### config.mk
export PLATFORM = sky130hd
export DESIGN_NAME = dq_ctrl
export DESIGN_NICKNAME = d
export VERILOG_FILES = /design/src/hdl/dq_pkg.sv /design/src/hdl/dq_ctrl.sv
export SDC_FILE = /design/constraint.sdc
export NUM_CORES = 1
export LEC_CHECK = 0
export BUFFER_PORTS_ARGS = -buffer_cell sky130_fd_sc_hd__buf_4
export CAP_MARGIN = 20
export CORE_MARGIN = 1
export CORE_UTILIZATION = 50
export CTS_CLUSTER_SIZE = 24
export DETAILED_ROUTE_END_ITERATION = 16
export GPL_TIMING_DRIVEN = 0
export PLACE_DENSITY = 0.77
export SYNTH_ARGS = -nofsm -noshare
export SYNTH_HDL_FRONTEND = slang
export SYNTH_SLANG_ARGS = --single-unit
### constraint.sdc
create_clock -name aclk -period 7.71 [get_ports aclk]
set_clock_uncertainty 0.15 [all_clocks]
set_input_delay 1.542 -clock aclk [delete_from_list [all_inputs] [get_ports aclk]]
set_output_delay 1.542 -clock aclk [all_outputs]
set_load 0.01 [all_outputs]
### src/hdl/dq_pkg.sv
// Shared widths, command codes and status codes for the double-ended queue.
`timescale 1ns / 1ps
package dq_pkg;

    localparam int DATA_W        = 64;
    localparam int CMD_W         = 3;
    localparam int ENTRY_W       = 9;
    localparam int STATUS_W      = 2;
    localparam int DEPTH_DEFAULT = 256;

    localparam int S_FIELDS_W = CMD_W + DATA_W;
    localparam int S_TDATA_W  = ((S_FIELDS_W + 7) / 8) * 8;
    localparam int M_FIELDS_W = 2 * DATA_W + ENTRY_W + STATUS_W;
    localparam int M_TDATA_W  = ((M_FIELDS_W + 7) / 8) * 8;

    typedef enum logic [CMD_W-1:0] {
        CMD_PUSH_FRONT = 3'd0,
        CMD_PUSH_BACK  = 3'd1,
        CMD_POP_FRONT  = 3'd2,
        CMD_POP_BACK   = 3'd3,
        CMD_REVERSE    = 3'd4,
        CMD_QUERY      = 3'd5
    } cmd_t;

    typedef enum logic [STATUS_W-1:0] {
        ST_OK    = 2'd0,
        ST_FULL  = 2'd1,
        ST_EMPTY = 2'd2
    } status_t;

endpackage

### src/hdl/dq_ctrl.sv
// Pointer, direction and end-value control with the result register.
`timescale 1ns / 1ps
module dq_ctrl #(
    parameter int DEPTH = dq_pkg::DEPTH_DEFAULT,
    parameter int AW    = $clog2(DEPTH),
    parameter int CW    = $clog2(DEPTH + 1)
) (
    input  logic                        aclk,
    input  logic                        aresetn,
    input  logic                        s_valid,
    output logic                        s_ready,
    input  dq_pkg::cmd_t                s_cmd,
    input  logic [dq_pkg::DATA_W-1:0]   s_value,
    output logic                        mem_wr_en,
    output logic [AW-1:0]               mem_wr_addr,
    output logic [dq_pkg::DATA_W-1:0]   mem_wr_data,
    output logic                        mem_rd_en,
    output logic [AW-1:0]               mem_rd_addr,
    input  logic [dq_pkg::DATA_W-1:0]   mem_rd_data,
    output logic                        m_valid,
    input  logic                        m_ready,
    output logic [dq_pkg::DATA_W-1:0]   m_front,
    output logic [dq_pkg::DATA_W-1:0]   m_back,
    output logic [dq_pkg::ENTRY_W-1:0]  m_count,
    output dq_pkg::status_t             m_status
);
    import dq_pkg::*;

    localparam int SW = AW + 1;

    typedef enum logic {S_IDLE, S_RESULT} state_t;

    state_t               state_reg,      state_next;
    logic [AW-1:0]        head_reg,       head_next;
    logic [CW-1:0]        count_reg,      count_next;
    logic                 rev_reg,        rev_next;
    logic [DATA_W-1:0]    first_reg,      first_next;
    logic [DATA_W-1:0]    last_reg,       last_next;
    status_t              status_reg,     status_next;
    logic                 load_first_reg, load_first_next;
    logic                 load_last_reg,  load_last_next;
    logic                 out_valid_reg,  out_valid_next;
    logic [DATA_W-1:0]    front_out_reg,  front_out_next;
    logic [DATA_W-1:0]    back_out_reg,   back_out_next;
    logic [ENTRY_W-1:0]   count_out_reg,  count_out_next;
    status_t              stat_out_reg,   stat_out_next;

    logic                 is_full;
    logic                 is_empty;
    logic [AW-1:0]        head_inc;
    logic [AW-1:0]        head_dec;
    logic [CW-1:0]        offset;
    logic [SW-1:0]        slot_sum;
    logic [AW-1:0]        slot;
    logic [DATA_W-1:0]    first_eff;
    logic [DATA_W-1:0]    last_eff;
    logic                 out_free;

    assign is_full  = (count_reg == CW'(DEPTH));
    assign is_empty = (count_reg == '0);
    assign head_inc = (head_reg == AW'(DEPTH - 1)) ? '0 : head_reg + AW'(1);
    assign head_dec = (head_reg == '0) ? AW'(DEPTH - 1) : head_reg - AW'(1);

    assign offset   = (s_cmd == CMD_PUSH_FRONT || s_cmd == CMD_PUSH_BACK)
                      ? count_reg : count_reg - CW'(2);
    assign slot_sum = SW'(head_reg) + SW'(offset);
    assign slot     = (slot_sum >= SW'(DEPTH)) ? AW'(slot_sum - SW'(DEPTH))
                                                : AW'(slot_sum);

    assign first_eff = load_first_reg ? mem_rd_data : first_reg;
    assign last_eff  = load_last_reg  ? mem_rd_data : last_reg;
    assign out_free  = !out_valid_reg || m_ready;
    assign s_ready   = (state_reg == S_IDLE);

    always_comb begin
        state_next      = state_reg;
        head_next       = head_reg;
        count_next      = count_reg;
        rev_next        = rev_reg;
        first_next      = first_reg;
        last_next       = last_reg;
        status_next     = status_reg;
        load_first_next = load_first_reg;
        load_last_next  = load_last_reg;
        out_valid_next  = out_valid_reg && !m_ready;
        front_out_next  = front_out_reg;
        back_out_next   = back_out_reg;
        count_out_next  = count_out_reg;
        stat_out_next   = stat_out_reg;
        mem_wr_en       = 1'b0;
        mem_wr_addr     = slot;
        mem_wr_data     = s_value;
        mem_rd_en       = 1'b0;
        mem_rd_addr     = slot;

        case (state_reg)
            S_IDLE: begin
                if (s_valid) begin
                    state_next      = S_RESULT;
                    status_next     = ST_OK;
                    load_first_next = 1'b0;
                    load_last_next  = 1'b0;
                    case (s_cmd)
                        CMD_PUSH_FRONT, CMD_PUSH_BACK: begin
                            if (is_full) begin
                                status_next = ST_FULL;
                            end else if ((s_cmd == CMD_PUSH_FRONT) != rev_reg) begin
                                head_next   = head_dec;
                                mem_wr_en   = 1'b1;
                                mem_wr_addr = head_dec;
                                first_next  = s_value;
                                if (is_empty) begin
                                    last_next = s_value;
                                end
                                count_next  = count_reg + CW'(1);
                            end else begin
                                mem_wr_en  = 1'b1;
                                last_next  = s_value;
                                if (is_empty) begin
                                    first_next = s_value;
                                end
                                count_next = count_reg + CW'(1);
                            end
                        end
                        CMD_POP_FRONT, CMD_POP_BACK: begin
                            if (is_empty) begin
                                status_next = ST_EMPTY;
                            end else if ((s_cmd == CMD_POP_FRONT) != rev_reg) begin
                                head_next       = head_inc;
                                count_next      = count_reg - CW'(1);
                                mem_rd_en       = 1'b1;
                                mem_rd_addr     = head_inc;
                                load_first_next = (count_reg != CW'(1));
                            end else begin
                                count_next     = count_reg - CW'(1);
                                mem_rd_en      = 1'b1;
                                load_last_next = (count_reg != CW'(1));
                            end
                        end
                        CMD_REVERSE: begin
                            if (is_empty) begin
                                status_next = ST_EMPTY;
                            end else begin
                                rev_next = !rev_reg;
                            end
                        end
                        default: begin
                        end
                    endcase
                end
            end
            S_RESULT: begin
                if (out_free) begin
                    state_next      = S_IDLE;
                    first_next      = first_eff;
                    last_next       = last_eff;
                    load_first_next = 1'b0;
                    load_last_next  = 1'b0;
                    out_valid_next  = 1'b1;
                    count_out_next  = ENTRY_W'(count_reg);
                    stat_out_next   = status_reg;
                    if (is_empty) begin
                        front_out_next = '0;
                        back_out_next  = '0;
                    end else begin
                        front_out_next = rev_reg ? last_eff : first_eff;
                        back_out_next  = rev_reg ? first_eff : last_eff;
                    end
                end
            end
            default: begin
                state_next = S_IDLE;
            end
        endcase
    end

    always_ff @(posedge aclk) begin
        if (!aresetn) begin
            state_reg      <= S_IDLE;
            head_reg       <= '0;
            count_reg      <= '0;
            rev_reg        <= 1'b0;
            load_first_reg <= 1'b0;
            load_last_reg  <= 1'b0;
            status_reg     <= ST_OK;
            out_valid_reg  <= 1'b0;
            stat_out_reg   <= ST_OK;
        end else begin
            state_reg      <= state_next;
            head_reg       <= head_next;
            count_reg      <= count_next;
            rev_reg        <= rev_next;
            load_first_reg <= load_first_next;
            load_last_reg  <= load_last_next;
            status_reg     <= status_next;
            out_valid_reg  <= out_valid_next;
            stat_out_reg   <= stat_out_next;
        end
        first_reg     <= first_next;
        last_reg      <= last_next;
        front_out_reg <= front_out_next;
        back_out_reg  <= back_out_next;
        count_out_reg <= count_out_next;
    end

    assign m_valid  = out_valid_reg;
    assign m_front  = front_out_reg;
    assign m_back   = back_out_reg;
    assign m_count  = count_out_reg;
    assign m_status = stat_out_reg;

endmodule

==> flow_summary.ini <==
[sta]
rsz0062_at_grt = false
final-max-slew-violation-count = 0
period_share_pct = 73.3
hold_viol_final = 0
tns_ns = 0
max_freq_ghz = 0.177
fin_ws_ns = 2.06
relSlewSlack_pct = 36.6
worst_pin_slew_ns = 0.943
period_needed_ns = 5.65
finalSetupViolCount = 0

[pwr]
ir_drop_v = 0.000139
p_leak_nw = 7.28
power.density_mw_per_mm2 = 227

[synth]
synth_top_area_share_pct = 52.4
syn_area_sq_mm = 0.0152
async_reset_ff_share_pct = 0
synth_fp_nets = 1483
avgSynthCellArea_sq_um = 11.4
synthTopCellsByArea = edfxtp_1 52%, mux2i_1 8.7%, a211oi_1 6.5%, nor2b_1 5.5%, a21oi_1 5.4%
synth-seq-cells = 291
yosysTopAreaCell = edfxtp_1
yosys_warnings = 0
synth_edf_count = 265
synth.most_common_cell = edfxtp_1
synth_common_cells = 265 x edfxtp_1, 164 x a21oi_1, 133 x nor2b_1, 132 x mux2i_1, 131 x a211oi_1
ys_seq_area_share_pct = 55.8
synthFlopType = edfxtp_1
synthCells = 1329
ys_types = 54

[floorplan]
die_h_um = 176
rows = 63
core_sq_mm = 0.0298
dieArea_sq_mm = 0.0311
initial_core_util_pct = 51.0
die_w_um = 176
ios = 358

[clock_tree]
cts_resized = 0
cts_buffer_depth = 3
cts_root_buffer = clkbuf_16
cts.sinks = 291
path_clk_slew_ns = 0.06
clk_latency_ns = 0.52
cts_max_level = 2
cts_tree = yes
holdBufCountCts = 0
cts_buffers = 34
post_cts_buffers = 0

[global_route]
grt_max_degree = 87
grt_pass1_vias = 11700
antenna_found_initial = 3
gr-total-overflow = 0
gr-usage-all-layers_pct = 27.6
grt_first_pass_wirelength_mm = 65.4

[cells_and_area]
nNetsFinal = 1879
postLayoutCellArea_sq_mm = 0.0196
layout.cells.non_filler = 2143
drive_gt1_share_pct = 29.2
area_growth_pct = 28.8

[job]
maxCapViolations = 0

[placed_design]
gp_congestion = 0.879
place_area_sq_mm = 0.0185
portBuffers = 355
dp_slack_ns = 2.11
dp_hpwl_mm = 30.9
place_inst = 2079

[status]
status = complete, no violations

[detailed_routing]
drc = 0
drt_iter0_drc = 798
firstDrtPassIters = 5
wl_mm = 43.8
routedWlPerCell_um = 20.4
vias_per_cell = 5.70
vias = 12200
ant_nets = 0

[worst_hold_path]
min_path_type = reg2reg

[critical_path]
cp_max_fo = 9
critPathKind = in2out
arrival_ns = 3.96
startpoint_type = input port
cp.required_ns = 6.02
crit_path_end_kind = output port
-- area by class of cell --
| class | instances | area, sq um |
|---|---|---|
| Antenna cell | 3 | 7.51 |
| Buffer | 170 | 945 |
| Clock buffer | 44 | 920 |
| Clock inverter | 17 | 149 |
| Fill cell | 2319 | 10200 |
| Inverter | 11 | 46.3 |
| Multi-Input combinational cell | 857 | 5740 |
| Sequential cell | 291 | 8480 |
| Tap cell | 390 | 488 |
| Timing Repair Buffer | 360 | 2780 |
-- cell families after synthesis --
group / count (synthesis) / synth area share (%)
simple gates: 329 / 11.5
flops: 291 / 55.8
buf+inv: 181 / 6.49
compound gates: 342 / 13.9
xor+xnor: 33 / 1.90
mux: 134 / 8.85
fa+ha+maj: 19 / 1.61
-- power by group --
| group | total, mW | internal [mW] | leakage, nW | switching (mW) |
|---|---|---|---|---|
| clock network | 1.55 | 0.915 | 0.522 | 0.633 |
| registers | 1.96 | 1.92 | 2.72 | 0.0412 |
| logic | 0.933 | 0.395 | 4.04 | 0.539 |
-- critical path, cell delays in order --
cell,delay [ns]
clkbuf_1,0.28
or2_0,0.15
clkbuf_1,0.25
xnor2_1,0.16
fa_1,0.47
a211oi_1,0.26
o21bai_1,0.11
a21oi_1,0.18
xor2_1,0.27
mux2i_1,0.11
buf_4,0.18
-- final timing paths --
check / from / end / slack [ns] / cells past startpoint
max: s_cmd[2] / mem_rd_addr[6] / 2.06 / 11
min: count_reg[4] / m_count[4] / 0.29 / 0
max reg2reg: state_reg / first_reg[37] / 3.91 / 6
min reg2reg: count_reg[4] / m_count[4] / 0.29 / 0
-- per-stage QoR --
stage	util [%]	power [mW]	hold slack (ns)
2_1_floorplan	-	2.51	0.253
3_3_place_gp	61.5	2.90	0.259
3_5_place_dp	62.0	2.91	0.265
4_1_cts	65.6	4.45	0.287
5_1_grt	65.6	4.60	0.301
6_report	65.6	4.44	0.289
-- cells in the final DEF, fill, tap and decap left out, types with 3 or more instances in the layout --
master / instances
a21oi_1: 163
mux2i_1: 132
edfxtp_1: 265
diode_2: 3
nand2b_1: 5
clkbuf_16: 35
buf_1: 7
o211ai_1: 3
a211oi_1: 131
buf_12: 3
inv_1: 9
xnor2_1: 21
clkinv_1: 8
o31ai_1: 3
nand2_1: 43
nor2b_1: 133
nor4_2: 3
clkinv_2: 4
nand3_1: 12
buf_2: 19
o21bai_1: 3
xor2_1: 12
nor2_1: 95
ha_1: 18
nor3_1: 9
and2_1: 4
o21ai_0: 23
a21o_1: 3
nand4_1: 5
nor3b_1: 3
dfxtp_1: 26
clkbuf_1: 76
buf_4: 430
-- routing by layer --
| layer | wire [um] | GRT usage, % | vias to the layer above |
|---|---|---|---|
| met5 | 0 | 0 | - |
| met4 | 1630 | 11.1 | 0 |
| met3 | 3380 | 4.44 | 95 |
| met2 | 21100 | 45.7 | 593 |
| met1 | 17700 | 36.1 | 5881 |
| li1 | - | - | 5654 |
Note: power is estimated with default switching activity, not from simulation.
